===== src/sv/accumulator_bytecode_scan_engine_defines.svh =====
// Assertion macros used by the scan engine's result queue.
`ifndef ACCUMULATOR_BYTECODE_SCAN_ENGINE_DEFINES_SVH
`define ACCUMULATOR_BYTECODE_SCAN_ENGINE_DEFINES_SVH

`ifndef ASSERT_OFF

`define ABSE_ASSERT_ALWAYS(label, clk, rstn, cond) \
    label: assert property (@(posedge clk) disable iff (!rstn) (cond)) \
        else $error("invariant violated");

`define ABSE_ASSERT_IMPL(label, clk, rstn, ante, cons) \
    label: assert property (@(posedge clk) disable iff (!rstn) (ante) |-> (cons)) \
        else $error("implication violated");

`define ABSE_ASSERT_NEXT(label, clk, rstn, ante, cons) \
    label: assert property (@(posedge clk) disable iff (!rstn) (ante) |=> (cons)) \
        else $error("next-cycle implication violated");

`else

`define ABSE_ASSERT_ALWAYS(label, clk, rstn, cond)
`define ABSE_ASSERT_IMPL(label, clk, rstn, ante, cons)
`define ABSE_ASSERT_NEXT(label, clk, rstn, ante, cons)

`endif

`endif


===== src/sv/abse_pkg.sv =====
// Types, codes and sizes shared by the scan engine files.
`default_nettype none

package abse_pkg;

    localparam int INPUT_DEPTH = 256;
    localparam int REG_DEPTH   = 256;
    localparam int INPUT_AW    = $clog2(INPUT_DEPTH);
    localparam int REG_AW      = $clog2(REG_DEPTH);

    // Result queue.
    localparam int RQ_DEPTH = 4;
    localparam int RQ_AW    = $clog2(RQ_DEPTH);
    localparam int RQ_CW    = $clog2(RQ_DEPTH + 1);

    typedef enum logic [7:0] {
        OPC_END     = 8'h00,
        OPC_LD_IN   = 8'h10,
        OPC_LD_REG  = 8'h11,
        OPC_ST_REG  = 8'h12,
        OPC_ST_OUT  = 8'h13,
        OPC_LD_IMM  = 8'h20,
        OPC_ADD_IMM = 8'h21
    } opcode_t;

    typedef enum logic [1:0] {
        ST_OK     = 2'd0,
        ST_BOUNDS = 2'd1,
        ST_BADOP  = 2'd2
    } status_t;

    typedef enum logic [1:0] {
        MODE_INPUT = 2'd0,
        MODE_REG   = 2'd1,
        MODE_CODE  = 2'd2
    } mode_t;

    typedef enum logic [1:0] {
        CFG_INPUT_COUNT  = 2'd0,
        CFG_REG_COUNT    = 2'd1,
        CFG_OUTPUT_COUNT = 2'd2
    } cfg_index_t;

    localparam logic KIND_OUTPUT = 1'b0;
    localparam logic KIND_STATUS = 1'b1;

    typedef struct packed {
        logic        kind;
        logic [15:0] out_index;
        logic [31:0] out_value;
        logic [1:0]  status;
    } result_t;

    // Results produced by one transaction: count, then up to two items in order.
    typedef struct packed {
        logic [1:0] n;
        result_t    first;
        result_t    second;
    } push_t;

    function automatic result_t mk_status(status_t st);
        result_t r;
        r.kind      = KIND_STATUS;
        r.out_index = '0;
        r.out_value = '0;
        r.status    = st;
        return r;
    endfunction

endpackage

`default_nettype wire


===== src/sv/abse_if.sv =====
// Channel interfaces: program/host items in, result items out.
`default_nettype none


interface abse_out_if;
    logic        valid;
    logic        ready;
    logic        kind;
    logic [15:0] out_index;
    logic signed [31:0] out_value;
    logic [1:0]  status;

    modport source (output valid, kind, out_index, out_value, status, input ready);
    modport sink   (input valid, kind, out_index, out_value, status, output ready);
endinterface

`default_nettype wire


===== src/sv/abse_result_queue.sv =====
// Four-entry result queue that decouples the engine from a stalling receiver.
`default_nettype none
`include "accumulator_bytecode_scan_engine_defines.svh"

module abse_result_queue
    import abse_pkg::*;
(
    input  wire logic clk,
    input  wire logic rst_n,
    input  wire push_t push,
    output logic      room,
    abse_out_if.source result
);

    result_t            entries [RQ_DEPTH];
    logic [RQ_AW-1:0]   head_reg, head_next;
    logic [RQ_AW-1:0]   tail_reg, tail_next;
    logic [RQ_CW-1:0]   count_reg, count_next;
    logic               pop;
    result_t            head_item;

    assign pop       = result.valid && result.ready;
    assign head_item = entries[head_reg];

    // Room for the two results that the worst transaction can produce.
    assign room = (count_reg <= RQ_CW'(RQ_DEPTH - 2));

    assign result.valid     = (count_reg != '0);
    assign result.kind      = head_item.kind;
    assign result.out_index = head_item.out_index;
    assign result.out_value = head_item.out_value;
    assign result.status    = head_item.status;

    always_comb
    begin
        head_next  = pop ? RQ_AW'(head_reg + 1'b1) : head_reg;
        tail_next  = RQ_AW'(tail_reg + RQ_AW'(push.n));
        count_next = RQ_CW'(count_reg + RQ_CW'(push.n) - RQ_CW'(pop));
    end

    always_ff @(posedge clk or negedge rst_n)
    begin
        if (!rst_n)
        begin
            head_reg  <= '0;
            tail_reg  <= '0;
            count_reg <= '0;
        end
        else
        begin
            head_reg  <= head_next;
            tail_reg  <= tail_next;
            count_reg <= count_next;
        end
    end

    always_ff @(posedge clk)
    begin
        if (push.n != 2'd0)
        begin
            entries[tail_reg] <= push.first;
        end
        if (push.n == 2'd2)
        begin
            entries[RQ_AW'(tail_reg + 1'b1)] <= push.second;
        end
    end

    `ABSE_ASSERT_ALWAYS(a_count_in_range, clk, rst_n, count_reg <= RQ_CW'(RQ_DEPTH))
    `ABSE_ASSERT_IMPL(a_push_fits, clk, rst_n, push.n != 2'd0, ({1'b0, count_reg} + (RQ_CW + 1)'(push.n)) <= (RQ_CW + 1)'(RQ_DEPTH))
    `ABSE_ASSERT_NEXT(a_pop_drains, clk, rst_n, pop && (push.n == 2'd0), count_reg == RQ_CW'($past(count_reg) - 1'b1))

endmodule

`default_nettype wire


===== src/flat_wrapper.sv =====
// flat-port wrapper written by rule: the top's interface ports become plain ports
module abse_result_queue_flat import abse_pkg::*;
  (clk, rst_n, push, room, result_valid, result_kind, result_out_index, result_out_value, result_status, result_ready);
  abse_out_if result_i ();
  input  wire logic clk;
  input  wire logic rst_n;
  input  wire push_t push;
  output logic room;
  output wire logic [$bits(result_i.valid)-1:0] result_valid;
  output wire logic [$bits(result_i.kind)-1:0] result_kind;
  output wire logic [$bits(result_i.out_index)-1:0] result_out_index;
  output wire logic [$bits(result_i.out_value)-1:0] result_out_value;
  output wire logic [$bits(result_i.status)-1:0] result_status;
  input wire logic [$bits(result_i.ready)-1:0] result_ready;
  assign result_valid = result_i.valid;
  assign result_kind = result_i.kind;
  assign result_out_index = result_i.out_index;
  assign result_out_value = result_i.out_value;
  assign result_status = result_i.status;
  assign result_i.ready = result_ready;
  abse_result_queue u_core (.clk(clk), .rst_n(rst_n), .push(push), .room(room), .result(result_i));
endmodule

===== config.mk =====
export PLATFORM = sky130hd
export DESIGN_NAME = abse_result_queue_flat
export DESIGN_NICKNAME = d
export VERILOG_FILES = /design/src/sv/abse_pkg.sv /design/src/sv/abse_if.sv /design/src/sv/abse_result_queue.sv /design/src/flat_wrapper.sv
export VERILOG_INCLUDE_DIRS = /design/src /design/src/sv
export SDC_FILE = /design/constraint.sdc
export NUM_CORES = 1
export LEC_CHECK = 0
export BUFFER_PORTS_ARGS = -buffer_cell sky130_fd_sc_hd__clkbuf_2
export CAP_MARGIN = 20
export CORE_ASPECT_RATIO = 1.1
export CORE_MARGIN = 2
export CORE_UTILIZATION = 62
export CTS_CLUSTER_DIAMETER = 120
export CTS_CLUSTER_SIZE = 14
export DETAILED_ROUTE_END_ITERATION = 12
export GPL_TIMING_DRIVEN = 0
export PLACE_DENSITY = 0.89
export RECOVER_POWER = 50
export SLEW_MARGIN = 20
export SYNTH_ARGS = -nofsm -noshare
export SYNTH_HDL_FRONTEND = slang
export SYNTH_SLANG_ARGS = --single-unit

===== constraint.sdc =====
create_clock -name clk -period 20.4 [get_ports clk]
set_input_delay 3.06 -clock clk [delete_from_list [all_inputs] [get_ports clk]]
set_output_delay 3.06 -clock clk [all_outputs]
set_load 0.01 [all_outputs]

======== After elaboration in Yosys (flattened, before gate mapping) ========
Memories as Yosys holds them, arrays and structs flattened.
Index checks and enable logic that the tools add are counted.
cells by class
  $add $sub $neg .......................... 5
  order comparisons ....................... 1
  equal/unequal tests ..................... 1
  muxes and demuxes ....................... 4
  reductions and logical operators ........ 3
operator list
  kind                                                                    count
  2-bit by 1-bit adder with 2-bit output (second input constant)          2
  1-bit 2-to-1 mux                                                        4
  3-bit by 2-bit adder with 3-bit output                                  1
  3-bit by 2-bit <= comparator with 1-bit output (second input constant)  1
  3-bit nonzero test                                                      1
  3-bit by 1-bit subtractor with 3-bit output                             1
  2-bit adder                                                             1
  2-bit equality test (second input constant)                             1
  2-bit nonzero test                                                      1
  1-bit logical AND                                                       1
storage, ports and cells
  flip-flop bits (word level) ............. 7
  memory bits (writable) .................. 204
  output and inout port bits .............. 53
  memories ................................ 1
memory list
  memory          depth  width  rd ports  clocked after Yosys merged registers in  write ports  RTL line                 source
  u_core.entries  4      51     1         0                                        2            abse_result_queue.sv:15  result_t entries [RQ_DEPTH];

======== Longest topological paths before layout ========
  depth after elaboration ................. 3
  mapped depth ............................ 8

======== Worst setup path before layout ========
No wires, ideal clock.
  path kind ............................... in2reg
  start ................................... input port push[103] (netlist bit)
  end ..................................... memory u_core.entries[0][0] (netlist bit), enable pin
  library setup time ...................... 0.636 ns
  arrival time ............................ 9.208 ns
  required time ........................... 19.764 ns
  slack ................................... 10.557 ns
  stages .................................. 3
  cell sequence ........................... buf_2 inv_1 o311ai_0
RTL lines
  element             RTL line                 source
  start: declaration  flat_wrapper.sv:7        input wire push_t push;
  end: declaration    abse_result_queue.sv:15

==> metrics.txt <==
status=complete, but fails checks; failing checks=capacitance limit, slew limit; crit path launch type=input pin; Initial DRT Pass Iterations=4; cell area after placement=approximately 12000 sq um; Crit. End Element=flop; DR DRC count=0; post-CTS sizing=0; largest net degree at the start of global routing=22; Slew Viols, Final=23; Worst Path Arrival=6.02 ns; final net count=841; mean post-synth cell area=19.32 sq um; count of maximum capacitance violations=2; Synth Warn #=0; CTS root buf=clkbuf_16; fin crit share=0.2900; Max Fclk=169.1 MHz; fin util=0.7319; vias after detailed routing=5914; design area=11980 sq um; worst hold path type=flop to flop; Routed wire per std cell=~25 um; actual slew at the worst max-slew pin=1.880 ns; # Post-CTS Setup Buffers=0; Distinct cells, synth=26; via/cell ratio=6.291; Routed Wire Length=23360 um; Port Buffers=approximately 160; Max clock buf depth=3; clock transition at the registers of the reported paths=0.06 ns; width of the chip=between 100 and 150 um; Tot GR Track Use=0.2642; total core area=between 15000 and 20000 sq um; Cells after Synth=536; share of layout cells above drive strength 1=0.6196; worst endpoint required time=between 20 and 25 ns; Peak supply drop=between 0.1 and 0.15 mV; Core Rows=49; post-route ant nets=0; CTS Buf Count=19; number of global-route vias before repair=6560; Fin Setup TNS=0 ns; Max-slew headroom=-0.2709; TritonCTS clock tree=done; total die area=17750 sq um; max reg flops=204; critical path startpoint=push[102]; Place WS=15.12 ns; Leak=between 4 and 5 nW; global-route wire length before repair=35660 um; Cell Pwr Density=138.1 nW/um^2; Synth-to-Final Area Change=15.70%; Post-Syn Area=10350 sq um; critical-path maximum fanout=18; Critical R2R Launch=u_core.tail_reg[0]$_DFF_PN0_; 1st-iter DRT viols=403; final setup fails=0; starting density of the core=0.6326; clock skew=0.01248 ns; worst skew pair latency=0.49 ns; CTS Hold Bufs=0; HP Start=u_core.tail_reg[0]$_DFF_PN0_; clock sink count=around 210; Inserted Diodes=0; RSZ-0062 raised after global routing=no; Boundary Pins=160; gp weighted congestion=0.7388; post-DP HPWL=15860 um; Seq cells post-synth=approximately 210; initial antenna violation count=0; htree depth=1; total gr overflow=0; Seq/Total Area, Yosys=0.6085; Post-Synthesis Net Count=648; Design Power=1.655 mW; final setup margin=~14 ns; final critical path time including I/O delays and setup=roughly 5.9 ns; Final Hold Viols=0; Die Span Y=139.5 um; critical path class=input pin to flop
-- cell type report --
type	instances	area [sq um]
flip-flops and latches	211	6301
fillers	990	4389
multi-input cells	281	3735
repair buffers	172	940.9
clock buffers	26	501.7
well taps	204	255.2
plain buffers	37	195.2
inverters	7	26.28
clock inverters	2	25.02
-- routing by layer --
layer | vias to the layer above | part of all wire | global-route usage
li1 | 2589 | - | -
met1 | 3043 | 0.37 | 0.3185
met2 | 226 | 0.53 | 0.4796
met3 | 56 | 0.065 | 0.04652
met4 | 0 | 0.031 | 0.09080
met5 | - | 0 | 0
-- power breakdown --
group / internal [mW] / switching, mW
sequential: 0.657 / 0.0360
clock: 0.172 / 0.152
combinational: 0.296 / 0.341
total: 1.13 / 0.529
-- logic make-up after synthesis --
logic type | share of synthesized area
muxes | 0.3374
xor gates and xnor gates | 0.005075
and+or+nand+nor | 0.008821
buffers and inverters | 0.02948
AOI/OAI and AO/OA | 0.003987
adders and majority gates | 0.006767
DFF | 0.6085
-- synthesized netlist by cell type --
| master | n | area [sq um] |
|---|---|---|
| inv_1 | 7 | 26.28 |
| mux2_2 | 194 | 2185 |
| xor2_1 | 2 | 17.52 |
| and3b_1 | 1 | 8.760 |
| buf_2 | 16 | 80.08 |
| dfrtp_1 | 7 | 175.2 |
| nor2b_1 | 1 | 6.260 |
| fa_1 | 1 | 20.02 |
| or3_1 | 1 | 6.260 |
| a311o_1 | 1 | 10.01 |
| nor4b_4 | 1 | 23.77 |
| and4bb_1 | 2 | 25.02 |
| ha_1 | 4 | 50.05 |
| clkbuf_1 | 5 | 18.77 |
| a21oi_1 | 1 | 5.000 |
| buf_6 | 16 | 180.2 |
| nor2_1 | 1 | 3.750 |
| edfxtp_1 | 204 | 6126 |
| o311ai_0 | 2 | 17.52 |
| o31a_1 | 1 | 8.760 |
| mux4_2 | 51 | 1149 |
| nand4b_1 | 1 | 8.760 |
| mux2i_1 | 1 | 10.01 |
| or3b_2 | 1 | 8.760 |
| xnor2_1 | 4 | 35.03 |
| mux2_4 | 10 | 150.1 |
-- through the flow --
step | cells | hold slack, ns
after floorplan | 536 | 0.4607
after global placement | 898 | 0.4699
after detailed placement | 912 | 0.5090
after CTS | 940 | 0.5228
after global routing | 940 | 0.5517
final | 940 | 0.5296
-- critical path, stage by stage --
cell	delay (ns)
clkbuf_1	0.35
mux2i_1	0.19
nor2b_1	1.39
clkbuf_1	1.01
-- worst paths after layout --
| path | endpoint | slack [ns] | depth (start not counted) |
|---|---|---|---|
| worst max-delay path | u_core.entries[3][13]$_DFFE_PP_ | 14.48 | 4 |
| worst min-delay path | u_core.tail_reg[0]$_DFF_PN0_ | 0.53 | 1 |
| worst max register to register | u_core.entries[3][13]$_DFFE_PP_ | 16.91 | 4 |
| worst min register to register | u_core.tail_reg[0]$_DFF_PN0_ | 0.53 | 1 |
| max in group asynchronous | u_core.tail_reg[0]$_DFF_PN0_ | 17.67 | 1 |
| min in group asynchronous | u_core.tail_reg[1]$_DFF_PN0_ | 2.45 | 1 |
-- layout by cell type, fill, tap and decap left out, drive strengths merged --
| master | n |
|---|---|
| clkinv | 1 |
| mux2 | 204 |
| nor2b | 1 |
| xor2 | 2 |
| buf | 26 |
| dfrtp | 7 |
| nor2 | 1 |
| ha | 4 |
| nand4b | 1 |
| a311o | 1 |
| o311ai | 2 |
| inv | 8 |
| and3b | 1 |
| clkbuf | 209 |
| nor4b | 1 |
| edfxtp | 204 |
| and4bb | 2 |
| or3b | 1 |
| o31a | 1 |
| a21oi | 1 |
| xnor2 | 4 |
| mux4 | 51 |
| mux2i | 1 |
| fa | 1 |
| or3 | 1 |
Power figures use the tool's default switching activity.
